[config.mk]
export PLATFORM = sky130hd
export DESIGN_NAME = calendar_date_stepper
export DESIGN_NICKNAME = d
export VERILOG_FILES = /design/src/rtl/core/cds_pkg.sv /design/src/rtl/core/cds_ctrl.sv /design/src/rtl/core/cds_datapath.sv /design/src/rtl/core/calendar_date_stepper.sv
export VERILOG_INCLUDE_DIRS = /design/src /design/src/rtl/core
export SDC_FILE = /design/constraint.sdc
export NUM_CORES = 1
export LEC_CHECK = 0
export BUFFER_PORTS_ARGS = -buffer_cell sky130_fd_sc_hd__buf_2
export CAP_MARGIN = 10
export CELL_PAD_IN_SITES_DETAIL_PLACEMENT = 1
export CELL_PAD_IN_SITES_GLOBAL_PLACEMENT = 2
export CORE_MARGIN = 2
export CORE_UTILIZATION = 41
export CTS_CLUSTER_DIAMETER = 80
export DETAILED_ROUTE_END_ITERATION = 12
export PLACE_DENSITY_LB_ADDON = 0.1
export SYNTH_ARGS = -nofsm -noshare
export SYNTH_HDL_FRONTEND = slang
export SYNTH_SLANG_ARGS = --single-unit
[constraint.sdc]
create_clock -name clk -period 8.9 [get_ports clk]
set_input_delay 0 -clock clk [delete_from_list [all_inputs] [get_ports clk]]
set_output_delay 0 -clock clk [all_outputs]
set_load 0.05 [all_outputs]
[src/rtl/core/calendar_date_stepper_macros.svh]
// Assertion macros used by the top level of the calendar date stepper.
// Each macro expects clk and rst_n to be visible where it is used.
`ifndef CALENDAR_DATE_STEPPER_MACROS_SVH
`define CALENDAR_DATE_STEPPER_MACROS_SVH

// The consequent must hold in the same cycle as the antecedent.
`define CDS_ASSERT_IMPLY(label, ante, cons, msg) \
  label: assert property (@(posedge clk) disable iff (!rst_n) (ante) |-> (cons)) \
    else $error(msg);

// The consequent must hold in the cycle after the antecedent.
`define CDS_ASSERT_NEXT(label, ante, cons, msg) \
  label: assert property (@(posedge clk) disable iff (!rst_n) (ante) |=> (cons)) \
    else $error(msg);

`endif

[src/rtl/core/cds_pkg.sv]
// Shared types, constants and calendar helper functions for the date stepper.
// Used by the controller, the datapath and the top level; depends on nothing.
package cds_pkg;

  localparam int unsigned MAX_YEAR_DEF = 9999;
  localparam longint unsigned MAX_STEP_DEF = 64'd65535;

  localparam int DAY_W    = 5;
  localparam int MONTH_W  = 4;
  localparam int YEAR_W   = 14;
  localparam int STEP_W   = 16;
  localparam int NUM_W    = 22;
  localparam int CMD_W    = 3;
  localparam int STATUS_W = 2;
  localparam int M400_W   = 9;
  localparam int QUOT_W   = 8;
  localparam int DOY_W    = 9;

  // Reciprocal of 100 scaled by 2**19; exact for every 14-bit dividend.
  localparam int RECIP_100   = 5243;
  localparam int RECIP_SHIFT = 19;
  localparam int PROD_W      = 27;
  localparam int P365_W      = 23;
  localparam int SUM_W       = 24;

  typedef enum logic [CMD_W-1:0] {
    CMD_LOAD = 3'd0,
    CMD_NEXT = 3'd1,
    CMD_PREV = 3'd2,
    CMD_ADD  = 3'd3,
    CMD_SUB  = 3'd4
  } cmd_code_t;

  typedef enum logic [STATUS_W-1:0] {
    STAT_OK       = 2'd0,
    STAT_BAD_LOAD = 2'd1,
    STAT_LIMIT    = 2'd2
  } status_t;

  typedef enum logic [2:0] {
    ST_IDLE,
    ST_LOAD_DIV,
    ST_LOAD_CHK,
    ST_STEP,
    ST_NUM_MUL,
    ST_NUM_SUM,
    ST_WRITE
  } state_t;

  typedef struct packed {
    logic capture;
    logic load_div;
    logic load_chk;
    logic step;
    logic num_mul;
    logic num_sum;
    logic out_write;
  } dp_cmd_t;

  typedef struct packed {
    logic steps_zero;
    logic at_limit;
  } dp_stat_t;

  function automatic logic is_leap(input logic [M400_W-1:0] m400, input logic [1:0] ylo);
    logic century;
    century = (m400 == M400_W'(100)) || (m400 == M400_W'(200)) || (m400 == M400_W'(300));
    return (m400 == '0) || ((ylo == 2'd0) && !century);
  endfunction

  function automatic logic [DAY_W-1:0] month_len(input logic [MONTH_W-1:0] m,
                                                 input logic leap);
    logic [DAY_W-1:0] len;
    unique case (m)
      4'd1, 4'd3, 4'd5, 4'd7, 4'd8, 4'd10, 4'd12: len = 5'd31;
      4'd4, 4'd6, 4'd9, 4'd11:                     len = 5'd30;
      4'd2:                                        len = leap ? 5'd29 : 5'd28;
      default:                                     len = 5'd0;
    endcase
    return len;
  endfunction

  function automatic logic [DOY_W-1:0] days_before(input logic [MONTH_W-1:0] m,
                                                   input logic leap);
    logic [DOY_W-1:0] base;
    unique case (m)
      4'd1:    base = 9'd0;
      4'd2:    base = 9'd31;
      4'd3:    base = 9'd59;
      4'd4:    base = 9'd90;
      4'd5:    base = 9'd120;
      4'd6:    base = 9'd151;
      4'd7:    base = 9'd181;
      4'd8:    base = 9'd212;
      4'd9:    base = 9'd243;
      4'd10:   base = 9'd273;
      4'd11:   base = 9'd304;
      4'd12:   base = 9'd334;
      default: base = 9'd0;
    endcase
    if (leap && (m > 4'd2)) begin
      base = base + 9'd1;
    end
    return base;
  endfunction

endpackage

[src/rtl/core/cds_ctrl.sv]
// Controller state machine of the calendar date stepper.
// Depends on cds_pkg; drives the datapath through cds_pkg::dp_cmd_t.
module cds_ctrl (
  input  logic                             clk,
  input  logic                             rst_n,
  input  logic                             in_tvalid,
  input  logic [cds_pkg::CMD_W-1:0]        in_cmd,
  output logic                             in_tready,
  input  logic                             out_tready,
  output logic                             out_tvalid,
  input  cds_pkg::dp_stat_t                stat,
  output cds_pkg::dp_cmd_t                 cmd
);

  cds_pkg::state_t state_r, state_nxt;
  logic            out_valid_r, out_valid_nxt;

  always_ff @(posedge clk) begin
    if (!rst_n) begin
      state_r     <= cds_pkg::ST_IDLE;
      out_valid_r <= 1'b0;
    end else begin
      state_r     <= state_nxt;
      out_valid_r <= out_valid_nxt;
    end
  end

  always_comb begin
    state_nxt = state_r;
    cmd       = '0;
    unique case (state_r)
      cds_pkg::ST_IDLE: begin
        if (in_tvalid) begin
          cmd.capture = 1'b1;
          if (in_cmd == cds_pkg::CMD_LOAD) begin
            state_nxt = cds_pkg::ST_LOAD_DIV;
          end else if ((in_cmd == cds_pkg::CMD_NEXT) || (in_cmd == cds_pkg::CMD_PREV) ||
                       (in_cmd == cds_pkg::CMD_ADD) || (in_cmd == cds_pkg::CMD_SUB)) begin
            state_nxt = cds_pkg::ST_STEP;
          end else begin
            state_nxt = cds_pkg::ST_NUM_MUL;
          end
        end
      end
      cds_pkg::ST_LOAD_DIV: begin
        cmd.load_div = 1'b1;
        state_nxt    = cds_pkg::ST_LOAD_CHK;
      end
      cds_pkg::ST_LOAD_CHK: begin
        cmd.load_chk = 1'b1;
        state_nxt    = cds_pkg::ST_NUM_MUL;
      end
      cds_pkg::ST_STEP: begin
        if (stat.steps_zero) begin
          state_nxt = cds_pkg::ST_NUM_MUL;
        end else begin
          cmd.step = 1'b1;
          if (stat.at_limit) begin
            state_nxt = cds_pkg::ST_NUM_MUL;
          end
        end
      end
      cds_pkg::ST_NUM_MUL: begin
        cmd.num_mul = 1'b1;
        state_nxt   = cds_pkg::ST_NUM_SUM;
      end
      cds_pkg::ST_NUM_SUM: begin
        cmd.num_sum = 1'b1;
        state_nxt   = cds_pkg::ST_WRITE;
      end
      cds_pkg::ST_WRITE: begin
        if (!out_valid_r || out_tready) begin
          cmd.out_write = 1'b1;
          state_nxt     = cds_pkg::ST_IDLE;
        end
      end
      default: state_nxt = cds_pkg::ST_IDLE;
    endcase
  end

  always_comb begin
    if (cmd.out_write) begin
      out_valid_nxt = 1'b1;
    end else if (out_tready) begin
      out_valid_nxt = 1'b0;
    end else begin
      out_valid_nxt = out_valid_r;
    end
  end

  assign in_tready  = (state_r == cds_pkg::ST_IDLE);
  assign out_tvalid = out_valid_r;

endmodule

[src/rtl/core/cds_datapath.sv]
// Datapath of the calendar date stepper: date registers, day stepper,
// shared reciprocal multiplier for division by 100, and the result register.
// Depends on cds_pkg.
module cds_datapath #(
  parameter int unsigned     MAX_YEAR = cds_pkg::MAX_YEAR_DEF,
  parameter longint unsigned MAX_STEP = cds_pkg::MAX_STEP_DEF
) (
  input  logic                             clk,
  input  logic                             rst_n,
  input  cds_pkg::dp_cmd_t                 cmd,
  output cds_pkg::dp_stat_t                stat,
  input  logic [cds_pkg::CMD_W-1:0]        in_cmd,
  input  logic [cds_pkg::DAY_W-1:0]        in_load_day,
  input  logic [cds_pkg::MONTH_W-1:0]      in_load_month,
  input  logic [cds_pkg::YEAR_W-1:0]       in_load_year,
  input  logic [cds_pkg::STEP_W-1:0]       in_step_count,
  output logic [cds_pkg::DAY_W-1:0]        out_day,
  output logic [cds_pkg::MONTH_W-1:0]      out_month,
  output logic [cds_pkg::YEAR_W-1:0]       out_year,
  output logic [cds_pkg::NUM_W-1:0]        out_day_number,
  output logic [cds_pkg::STATUS_W-1:0]     out_status
);

  localparam logic [cds_pkg::YEAR_W-1:0] YEAR_LIMIT = cds_pkg::YEAR_W'(MAX_YEAR);
  localparam logic [cds_pkg::STEP_W-1:0] STEP_LIMIT = cds_pkg::STEP_W'(MAX_STEP);

  logic [cds_pkg::DAY_W-1:0]    day_r, day_nxt;
  logic [cds_pkg::MONTH_W-1:0]  month_r, month_nxt;
  logic [cds_pkg::YEAR_W-1:0]   year_r, year_nxt;
  logic [cds_pkg::M400_W-1:0]   m400_r, m400_nxt;
  logic [cds_pkg::STEP_W-1:0]   steps_r, steps_nxt;
  logic [cds_pkg::STATUS_W-1:0] status_r, status_nxt;

  logic [cds_pkg::CMD_W-1:0]    op_r;
  logic [cds_pkg::DAY_W-1:0]    ld_r;
  logic [cds_pkg::MONTH_W-1:0]  lm_r;
  logic [cds_pkg::YEAR_W-1:0]   ly_r;
  logic [cds_pkg::QUOT_W-1:0]   quot_r;
  logic [cds_pkg::P365_W-1:0]   p365_r;
  logic [cds_pkg::YEAR_W-1:0]   gyear_r;
  logic [cds_pkg::NUM_W-1:0]    num_r, num_nxt;

  logic [cds_pkg::DAY_W-1:0]    res_day_r;
  logic [cds_pkg::MONTH_W-1:0]  res_month_r;
  logic [cds_pkg::YEAR_W-1:0]   res_year_r;
  logic [cds_pkg::NUM_W-1:0]    res_num_r;
  logic [cds_pkg::STATUS_W-1:0] res_status_r;

  logic                         fwd;
  logic                         leap_cur;
  logic [cds_pkg::DAY_W-1:0]    len_cur;
  logic [cds_pkg::DAY_W-1:0]    len_prev;
  logic [cds_pkg::YEAR_W-1:0]   gyear;
  logic [cds_pkg::YEAR_W-1:0]   mul_a;
  logic [cds_pkg::PROD_W-1:0]   prod;
  logic [cds_pkg::STEP_W-1:0]   cnt_sat;

  logic [cds_pkg::M400_W-1:0]   ld_m400;
  logic                         ld_leap;
  logic                         ld_ok;

  logic [cds_pkg::DOY_W-1:0]    doy;
  logic [cds_pkg::SUM_W-1:0]    num_sum;

  assign fwd      = (op_r == cds_pkg::CMD_NEXT) || (op_r == cds_pkg::CMD_ADD);
  assign leap_cur = cds_pkg::is_leap(m400_r, year_r[1:0]);
  assign len_cur  = cds_pkg::month_len(month_r, leap_cur);
  assign len_prev = cds_pkg::month_len(month_r - 4'd1, leap_cur);
  assign gyear    = year_r - 14'd1;

  assign stat.steps_zero = (steps_r == '0);
  assign stat.at_limit   = fwd ? ((day_r >= len_cur) && (month_r == 4'd12) &&
                                  (year_r >= YEAR_LIMIT))
                               : ((day_r <= 5'd1) && (month_r <= 4'd1) && (year_r <= 14'd1));

  assign mul_a = cmd.load_div ? ly_r : gyear;
  assign prod  = cds_pkg::PROD_W'(mul_a) * cds_pkg::PROD_W'(cds_pkg::RECIP_100);

  always_comb begin
    if ({16'd0, in_step_count} > 32'(MAX_STEP)) begin
      cnt_sat = STEP_LIMIT;
    end else begin
      cnt_sat = in_step_count;
    end
  end

  assign ld_m400 = cds_pkg::M400_W'(ly_r - cds_pkg::YEAR_W'({quot_r >> 2} * 16'd400));
  assign ld_leap = cds_pkg::is_leap(ld_m400, ly_r[1:0]);
  assign ld_ok   = (ly_r >= 14'd1) && (ly_r <= YEAR_LIMIT) &&
                   (lm_r >= 4'd1) && (lm_r <= 4'd12) &&
                   (ld_r >= 5'd1) && (ld_r <= cds_pkg::month_len(lm_r, ld_leap));

  assign doy     = cds_pkg::days_before(month_r, leap_cur) + cds_pkg::DOY_W'(day_r);
  assign num_sum = cds_pkg::SUM_W'(p365_r)
                 + cds_pkg::SUM_W'(gyear_r >> 2)
                 - cds_pkg::SUM_W'(quot_r)
                 + cds_pkg::SUM_W'(quot_r >> 2)
                 + cds_pkg::SUM_W'(doy);
  assign num_nxt = num_sum[cds_pkg::NUM_W-1:0];

  always_comb begin
    day_nxt    = day_r;
    month_nxt  = month_r;
    year_nxt   = year_r;
    m400_nxt   = m400_r;
    steps_nxt  = steps_r;
    status_nxt = status_r;
    if (cmd.capture) begin
      status_nxt = cds_pkg::STAT_OK;
      if ((in_cmd == cds_pkg::CMD_NEXT) || (in_cmd == cds_pkg::CMD_PREV)) begin
        steps_nxt = 16'd1;
      end else if ((in_cmd == cds_pkg::CMD_ADD) || (in_cmd == cds_pkg::CMD_SUB)) begin
        steps_nxt = cnt_sat;
      end else begin
        steps_nxt = '0;
      end
    end else if (cmd.load_chk) begin
      if (ld_ok) begin
        day_nxt   = ld_r;
        month_nxt = lm_r;
        year_nxt  = ly_r;
        m400_nxt  = ld_m400;
      end else begin
        status_nxt = cds_pkg::STAT_BAD_LOAD;
      end
    end else if (cmd.step) begin
      if (stat.at_limit) begin
        status_nxt = cds_pkg::STAT_LIMIT;
        steps_nxt  = '0;
      end else begin
        steps_nxt = steps_r - 16'd1;
        if (fwd) begin
          if (day_r < len_cur) begin
            day_nxt = day_r + 5'd1;
          end else if (month_r < 4'd12) begin
            day_nxt   = 5'd1;
            month_nxt = month_r + 4'd1;
          end else begin
            day_nxt   = 5'd1;
            month_nxt = 4'd1;
            year_nxt  = year_r + 14'd1;
            m400_nxt  = (m400_r == 9'd399) ? 9'd0 : m400_r + 9'd1;
          end
        end else begin
          if (day_r > 5'd1) begin
            day_nxt = day_r - 5'd1;
          end else if (month_r > 4'd1) begin
            month_nxt = month_r - 4'd1;
            day_nxt   = len_prev;
          end else begin
            month_nxt = 4'd12;
            day_nxt   = 5'd31;
            year_nxt  = year_r - 14'd1;
            m400_nxt  = (m400_r == 9'd0) ? 9'd399 : m400_r - 9'd1;
          end
        end
      end
    end
  end

  always_ff @(posedge clk) begin
    if (!rst_n) begin
      day_r    <= 5'd1;
      month_r  <= 4'd1;
      year_r   <= 14'd1;
      m400_r   <= 9'd1;
      steps_r  <= '0;
      status_r <= cds_pkg::STAT_OK;
    end else begin
      day_r    <= day_nxt;
      month_r  <= month_nxt;
      year_r   <= year_nxt;
      m400_r   <= m400_nxt;
      steps_r  <= steps_nxt;
      status_r <= status_nxt;
    end
  end

  always_ff @(posedge clk) begin
    if (cmd.capture) begin
      op_r <= in_cmd;
      ld_r <= in_load_day;
      lm_r <= in_load_month;
      ly_r <= in_load_year;
    end
    if (cmd.load_div || cmd.num_mul) begin
      quot_r <= cds_pkg::QUOT_W'(prod >> cds_pkg::RECIP_SHIFT);
    end
    if (cmd.num_mul) begin
      p365_r  <= cds_pkg::P365_W'(gyear) * cds_pkg::P365_W'(365);
      gyear_r <= gyear;
    end
    if (cmd.num_sum) begin
      num_r <= num_nxt;
    end
    if (cmd.out_write) begin
      res_day_r    <= day_r;
      res_month_r  <= month_r;
      res_year_r   <= year_r;
      res_num_r    <= num_r;
      res_status_r <= status_r;
    end
  end

  assign out_day        = res_day_r;
  assign out_month      = res_month_r;
  assign out_year       = res_year_r;
  assign out_day_number = res_num_r;
  assign out_status     = res_status_r;

endmodule

[src/rtl/core/calendar_date_stepper.sv]
// Gregorian calendar date stepper. It holds a date that starts at 1 January of
// year 1 and takes one request at a time: load a date, step one day forward or
// back, or step forward or back by a count of days. Every request returns one
// result with the current date, its day number counted from 1 January of year 1,
// and a status (ok, invalid load rejected, year limit reached). A load passes
// through the divide and check states, a stepping request through the stepping
// loop, which moves the date by one day per cycle, and an unused command skips
// both; every request then computes the day number and writes the result. The
// next request is accepted while the previous result still waits in the output
// register.
// Top level: stream ports, controller and datapath instances, assertions.
// Depends on cds_pkg, cds_ctrl, cds_datapath and calendar_date_stepper_macros.svh.
`include "calendar_date_stepper_macros.svh"

module calendar_date_stepper #(
  parameter int unsigned     MAX_YEAR = cds_pkg::MAX_YEAR_DEF,
  parameter longint unsigned MAX_STEP = cds_pkg::MAX_STEP_DEF
) (
  input  logic        clk,
  input  logic        rst_n,
  input  logic        in_tvalid,
  output logic        in_tready,
  // load_day [4:0], load_month [8:5], load_year [22:9], step_count [38:23]
  input  logic [39:0] in_tdata,
  // cmd [2:0]
  input  logic [2:0]  in_tuser,
  output logic        out_tvalid,
  input  logic        out_tready,
  // day_out [4:0], month_out [8:5], year_out [22:9], day_number [44:23]
  output logic [47:0] out_tdata,
  // status [1:0]
  output logic [1:0]  out_tuser
);

  cds_pkg::dp_cmd_t  dp_cmd;
  cds_pkg::dp_stat_t dp_stat;

  logic [cds_pkg::DAY_W-1:0]    res_day;
  logic [cds_pkg::MONTH_W-1:0]  res_month;
  logic [cds_pkg::YEAR_W-1:0]   res_year;
  logic [cds_pkg::NUM_W-1:0]    res_num;
  logic [cds_pkg::STATUS_W-1:0] res_status;

  cds_ctrl u_ctrl (
    .clk        (clk),
    .rst_n      (rst_n),
    .in_tvalid  (in_tvalid),
    .in_cmd     (in_tuser),
    .in_tready  (in_tready),
    .out_tready (out_tready),
    .out_tvalid (out_tvalid),
    .stat       (dp_stat),
    .cmd        (dp_cmd)
  );

  cds_datapath #(
    .MAX_YEAR (MAX_YEAR),
    .MAX_STEP (MAX_STEP)
  ) u_datapath (
    .clk            (clk),
    .rst_n          (rst_n),
    .cmd            (dp_cmd),
    .stat           (dp_stat),
    .in_cmd         (in_tuser),
    .in_load_day    (in_tdata[4:0]),
    .in_load_month  (in_tdata[8:5]),
    .in_load_year   (in_tdata[22:9]),
    .in_step_count  (in_tdata[38:23]),
    .out_day        (res_day),
    .out_month      (res_month),
    .out_year       (res_year),
    .out_day_number (res_num),
    .out_status     (res_status)
  );

  assign out_tdata = {3'b000, res_num, res_year, res_month, res_day};
  assign out_tuser = res_status;

  `CDS_ASSERT_NEXT(a_busy_after_accept, in_tvalid && in_tready, !in_tready, "request accepted while busy")
  `CDS_ASSERT_IMPLY(a_month_range, out_tvalid, (res_month >= 4'd1) && (res_month <= 4'd12), "result month out of range")
  `CDS_ASSERT_IMPLY(a_day_range, out_tvalid, (res_day >= 5'd1) && (res_day <= 5'd31), "result day out of range")
  `CDS_ASSERT_IMPLY(a_limit_date, out_tvalid && (res_status == cds_pkg::STAT_LIMIT), ((res_day == 5'd31) && (res_month == 4'd12) && (res_year == cds_pkg::YEAR_W'(MAX_YEAR))) || ((res_day == 5'd1) && (res_month == 4'd1) && (res_year == 14'd1)), "limit status away from a limit date")

endmodule
==> out/metrics.yaml, run 1 <==
run_status:
  status: "finished clean"
run:
  max-cap-violations: 0
clock_network:
  cts_buffers: 17
  worstSkewPairLatency_ns: 0.49
  root_buffer: "clkbuf_16"
  clock-sinks: 199
  cts_tree: "done"
  cts_setup_buffers: 0
  cts_max_level: 4
  cts.clk_slew.worst_paths_ns: 0.07
  clk_path_buf_depth: 2
  ctsResizeCount: 0
floorplanning:
  rows: 76
  io_pins: 99
  core_mm2: 0.04317
  dieHeight_um: 213.4
  initial_core_util: 0.4163
  die_x_um: 213.4
  die_area_mm2: 0.04552
placement:
  dpl.hpwl_um: 38100
  placedInstanceArea_mm2: 0.01909
  gp_congestion: 0.8512
  port_buffers: 94
critical_path:
  cp-end-kind: "flop"
  worstPathRequired_ns: 9.13
  worstSetupPathType: "flop to flop"
  worst_r2r_startpoint: "u_datapath.year_r[0]"
  max_stage_delay_ns: 0.58
  crit_end: "u_datapath.quot_r[7]"
  critPathLaunchType: "flop"
  r2r_cells: 27
  arrival_ns: 8.43
  timing.rr.end: "u_datapath.quot_r[7]"
  cp_max_fo: 7
  crit_slowest_cell: "a2111oi_0"
  rrSetupSlack_ns: 0.71
  crit_start: "u_datapath.year_r[0]"
yosys:
  synthAdderAreaFrac: 0.3151
  synth_simple_gate_area_share: 0.1257
  synthCells: 1847
  ys_warn_count: 0
  syn_area_mm2: 0.01797
  synth.distinct_cells: 87
  synthXorXnorAreaFrac: 0.04365
  synth_edf_count: 136
  async_flop_share: 0
  synth_seq_cells: 199
  muxShareOfSynthArea: 0.005987
  syn_avg_cell_area_um2: 9.731
  synth_top_family_by_area: "adder cells"
  synth_compound_area_frac: 0.1343
  yosysSeqAreaShare: 0.2974
  synthFlopType: "edfxtp_1"
timing:
  setup_violations: 0
  holdWs_ns: 0.1149
  grt_setup_unrepaired: "false"
  fmax_mhz: 122.0
  slew_headroom: 0.2364
  tns_ns: 0
  tightest_slew_ns: 1.141
  hold_viol: 0
  slew_viol_final: 0
  min_period_over_period: 0.9207
  skew_ns: 0.01414
  fin_crit_ns: 8.194
power_and_ir_drop:
  p_per_area_mw_per_mm2: 305.2
  ir_drop_uv: 208.9
  power_leakage_nw: 9.415
routing:
  drt_pass1_iterations: 5
  drc_errors: 0
  wl_met3_um: 1317
  highest_layer: "met5"
  wl_met2_um: 23290
  vias_per_cell: 5.259
  wl_um: 48510
  post_drt_wl_per_cell_um: 18.94
  drt-initial-drc-count: 709
  wl_met1_um: 23240
  ant_nets: 0
  vias: 13470
cells_and_area:
  register_area_mm2: 0.005345
  drive_above_1_share: 0.09261
  final_net_count: 2384
  post-route-cell-area_mm2: 0.02012
  area_growth_pct: 11.93
  layout_commonest_cell: "inv_1"
  finalCoreUtilization: 0.4660
  nFillCells: 4899
  final_cell_mix: "298 x inv_1, 243 x ha_1, 136 x edfxtp_1"
  multi_input_area_mm2: 0.01126
  antenna_cells: 0
global_route:
  antenna_found_initial: 2
  grt_max_degree: 65
  grt_overflow: 0
  track_usage: 0.2232
  grt_pass1_wl_um: 77310
  first_global_vias: 14080
hold_path:
  holdCritPathClass: "input pin to flop"
## metrics by stage
| step | setup WS [ns] | cells | power (mW) |
|---|---|---|---|
| global placement | 0.8805 | 2486 | 5.262 |
| global route | 0.07580 | 2561 | 6.867 |
| detailed placement | 0.6494 | 2486 | 5.387 |
| CTS | 0.5927 | 2561 | 6.262 |
| floorplan | 1.971 | 1849 | 4.292 |
| finish | 0.7057 | 2561 | 6.140 |
## cell type report
class,instances,share of cell area
multi-input combinational,1288,0.5599
sequential,199,0.2657
tap,585,0.03639
inverter,299,0.05579
timing repair buffer,158,0.05262
clock inverter,14,0.008272
clock buffer,18,0.02133
## cells in the mapped netlist, types with 13 or more instances
master	number	share of area
a21boi_0	18	0.0075
a21o_1	14	0.0058
a21oi_1	86	0.024
and3_1	13	0.0045
clkbuf_1	49	0.010
dfxtp_1	63	0.070
edfxtp_1	136	0.23
fa_1	131	0.15
ha_1	243	0.17
inv_1	298	0.062
nand2_1	125	0.026
nand2b_1	18	0.0063
nand3_1	37	0.010
nand4_1	15	0.0052
nor2_1	112	0.023
nor2b_1	21	0.0073
nor3_1	34	0.0095
nor4_1	16	0.0056
o211ai_1	19	0.0079
o21a_1	13	0.0054
o21ai_0	76	0.021
o31ai_1	13	0.0054
xnor2_1	66	0.032
xor2_1	21	0.010
## worst max-delay path: cells and delay by family (launching register included)
kind / cells / cell delay, ns
AOI/OAI and AO/OA: 6 / 1.83
xor gates and xnor gates: 2 / 0.23
adders and majority gates: 7 / 3.06
buffers and inverters: 5 / 0.77
DFF: 1 / 0.31
and+or+nand+nor: 7 / 1.72
## registers in the layout, summed over array words and instances (netlist names), 3 cells and up, named ones only
name                       count
u_datapath.gyear_r            14
u_datapath.month_r             4
u_datapath.ld_r                5
u_datapath.out_day_number     22
u_datapath.out_year           14
u_datapath.out_month           4
u_datapath.lm_r                4
u_datapath.day_r               5
u_datapath.p365_r             20
u_datapath.ly_r               14
u_ctrl.state_r                 3
u_datapath.steps_r            16
u_datapath.quot_r              8
u_datapath.m400_r              9
u_datapath.year_r             14
u_datapath.num_r              22
u_datapath.out_day             5
## repair_timing
item / in CTS / in global routing
hold buffers: 43 / 0
endpoints found under the setup margin: 0 / 0
hold endpoints to repair: 45 / 0
## logic make-up (layout without fill, tap and decap cells)
group,after synthesis,count (layout)
buffers and inverters,362,489
other,1,3
adders and majority gates,374,374
muxes,10,10
and+or+nand+nor,456,456
xor gates and xnor gates,88,88
DFF,199,199
AOI/OAI and AO/OA,357,357
## report_power, final
group / switching (mW) / total, mW / internal, mW / leakage (nW)
Clock: 0.389 / 0.810 / 0.421 / 0.291
Sequential: 0.126 / 1.37 / 1.24 / 1.78
Combinational: 2.32 / 3.96 / 1.64 / 7.34
Total: 2.84 / 6.14 / 3.30 / 9.41
## metal layers
layer	GRT usage	up-vias
met1	0.3055	6696
li1	-	6581
met5	0	-
met2	0.3701	154
met3	0.03515	36
met4	0.05580	2
## worst min-delay path by stage
stage	start	end	slack, ns	cells past startpoint
finish	rst_n	u_datapath.month_r[0]	0.11	3
global route	rst_n	u_datapath.month_r[0]	0.15	3
CTS	rst_n	u_datapath.month_r[0]	0.08	3
detailed placement	in_tdata[5]	u_datapath.lm_r[0]	0.18	1
global placement	in_tdata[4]	u_datapath.ld_r[4]	0.18	1
floorplan	in_tdata[0]	u_datapath.ld_r[0]	0.1	0
Power figures use the tool's default switching activity.
==> run 2: changes to the inputs <==
- MAX_ROUTING_LAYER: unset -> met4
==> run 2 against run 1 <==
  * Combinational power is essentially flat
  * Global-route usage is 1.1 points higher
  * Power down 0.83%
  * Clock power shrank 4.1%
  * Design area is 0.21% lower
  * Via count up 0.42%
  * Clock skew about the same
  * First-iteration DRC count rose by 0.85%
  * Non-clock buffer count stayed put
  * Count of clock-buffer cells in the layout stayed put
  * Final cell count about the same
  * Worst hold slack worse by 0.026 ns
  * Critical path type unchanged
  * Highest routed layer is now met4
==> out/metrics.yaml, run 2 (synthesis results as in run 1) <==
routing:
  vias_per_cell: 5.279  # +0.38%
  drc_errors: 0  # unchanged
  wl_um: 49170  # +1.4%
  drt-initial-drc-count: 715  # +0.85%
  post_drt_wl_per_cell_um: 19.19  # +1.3%
  drt_pass1_iterations: 5  # unchanged
  vias: 13530  # +0.42%
  ant_nets: 0  # unchanged
cells_and_area:
  post-route-cell-area_mm2: 0.02008  # -0.21%
  final_cells: 2562  # +0.039%
  final_net_count: 2384  # unchanged
  drive_above_1_share: 0.09211  # -0.0005061
  multi_input_area_mm2: 0.01126  # unchanged
  register_area_mm2: 0.005345  # unchanged
  final_cell_mix: "298 x inv_1, 243 x ha_1, 136 x edfxtp_1"
  area_growth_pct: 11.70
  nFillCells: 4974  # +1.5%
  layout_commonest_cell: "inv_1"
critical_path:
  worstSetupPathType: "flop to flop"
  r2r_cells: 27  # unchanged
  arrival_ns: 8.25  # -0.18 ns
  worstPathRequired_ns: 9.15  # +0.02 ns
  cp-end-kind: "flop"
  cp_max_fo: 7  # unchanged
  critPathLaunchType: "flop"
global_route:
  grt_max_degree: 65  # unchanged
  first_global_vias: 14240  # +1.1%
  antenna_found_initial: 1  # -1
  grt_overflow: 0  # unchanged
  grt_pass1_wl_um: 78470  # +1.5%
  track_usage: 0.2346  # +0.01141
run:
  max-cap-violations: 0  # unchanged
timing:
  fmax_mhz: 125.0  # +2.5%
  tns_ns: 0  # unchanged
  slew_viol_final: 0  # unchanged
  skew_ns: 0.01392  # -0.0002117 ns
  fin_ws_ns: 0.9031  # +0.1974 ns
  holdWs_ns: 0.08890  # -0.02595 ns
  min_period_over_period: 0.8985  # -0.02218
  tightest_slew_ns: 1.122  # -0.01900 ns
  setup_violations: 0  # unchanged
  fin_crit_ns: 7.997  # -0.1974 ns
  hold_viol: 0  # unchanged
  grt_setup_unrepaired: "false"
  slew_headroom: 0.2491  # +0.01271
hold_path:
  holdCritPathClass: "input pin to flop"
  hold_depth: 3  # unchanged
clock_network:
  cts.clk_slew.worst_paths_ns: 0.08  # about the same
  root_buffer: "clkbuf_16"
  clock-sinks: 199  # unchanged
  clk_path_buf_depth: 2  # unchanged
  cts_tree: "done"
  worstSkewPairLatency_ns: 0.51  # +0.02 ns
  cts_buffers: 17  # unchanged
  cts_max_level: 4  # unchanged
placement:
  dp_slack_ns: 0.7654  # +0.1160 ns
  gp_congestion: 0.8575  # +0.74%
  placedInstanceArea_mm2: 0.01909  # unchanged
  dpl.hpwl_um: 38240  # +0.36%
  port_buffers: 94  # unchanged
  dp_cells: 2486  # unchanged
power_and_ir_drop:
  power_leakage_nw: 9.389  # -0.28%
  p_per_area_mw_per_mm2: 303.3  # -0.63%
  ir_drop_uv: 248.6  # +19%
run_status:
  status: "finished clean"
floorplanning:
  core_mm2: 0.04317  # unchanged
  dieHeight_um: 213.4  # unchanged
  die_area_mm2: 0.04552  # unchanged
  rows: 76  # unchanged
  io_pins: 99  # unchanged
  initial_core_util: 0.4163  # unchanged
  die_x_um: 213.4  # unchanged
## run 2: changes by cell type in the layout (fill, tap and decap cells not counted), sizes merged
cell	delta
bufinv	-1
clkinv	-1
clkinvlp	+2
diode	+1
## run 2: worst max-delay path, stage by stage, from the launching register on
cell	delay [ns]
dfxtp_1	0.31
inv_1	0.19
ha_1	0.34
or3b_2	0.52
or3_1	0.39
nor3_1	0.31
nand2_1	0.15
xnor2_1	0.15
buf_4	0.17
nand2b_1	0.13
o21ai_0	0.29
inv_1	0.26
ha_1	0.38
inv_1	0.06
fa_1	0.48
fa_1	0.51
inv_1	0.05
fa_1	0.47
fa_1	0.49
ha_1	0.32
a2111oi_0	0.55
nand2_1	0.10
a41oi_1	0.35
o21ai_0	0.24
nand2_1	0.13
o211ai_1	0.13
a21oi_1	0.20
xnor2_1	0.08
## run 2: layer usage
metal  wire length, um  track usage  up-vias
met4               684      0.05675        0
met2             23680       0.3829      153
met5                 0            -        -
met1             23480       0.3056     6758
li1                  -            -     6582
met3              1327      0.03866       33
## run 2: through the flow
stage | util | power (mW)
after floorplan | - | 4.292
after global placement | 0.4422 | 5.254
after detailed placement | 0.4422 | 5.366
after CTS | 0.4650 | 6.215
after global routing | 0.4650 | 6.816
final | 0.4650 | 6.089
## run 2: area by class of cell
| type | instances | area share |
|---|---|---|
| diodes | 1 | 0.0001246 |
| multi-input cells | 1288 | 0.5610 |
| flip-flops and latches | 199 | 0.2663 |
| repair buffers | 158 | 0.05273 |
| well taps | 585 | 0.03646 |
| inverters | 299 | 0.05591 |
| clock inverters | 14 | 0.006108 |
| clock buffers | 18 | 0.02138 |
## run 2: path summary, 6_finish.rpt
check	startpoint	to	slack, ns
max	u_datapath.year_r[0]	u_datapath.quot_r[7]	0.90
min	rst_n	u_datapath.month_r[0]	0.09
max reg2reg	u_datapath.year_r[0]	u_datapath.quot_r[7]	0.90
min reg2reg	u_datapath.num_r[21]	u_datapath.out_day_number[21]	0.42
## run 2: power breakdown
group          switching, mW  leakage (nW)  total, mW  internal, mW
combinational           2.30          7.34       3.94          1.64
clock                  0.391         0.265      0.777         0.387
sequential             0.129          1.78       1.37          1.24
## run 2: what timing repair did
| item | CTS | global route |
|---|---|---|
| hold endpoints to repair | 44 | 0 |
| hold buffers | 43 | 0 |
| gates resized for setup | 0 | 0 |
| buffers inserted | 0 | 0 |
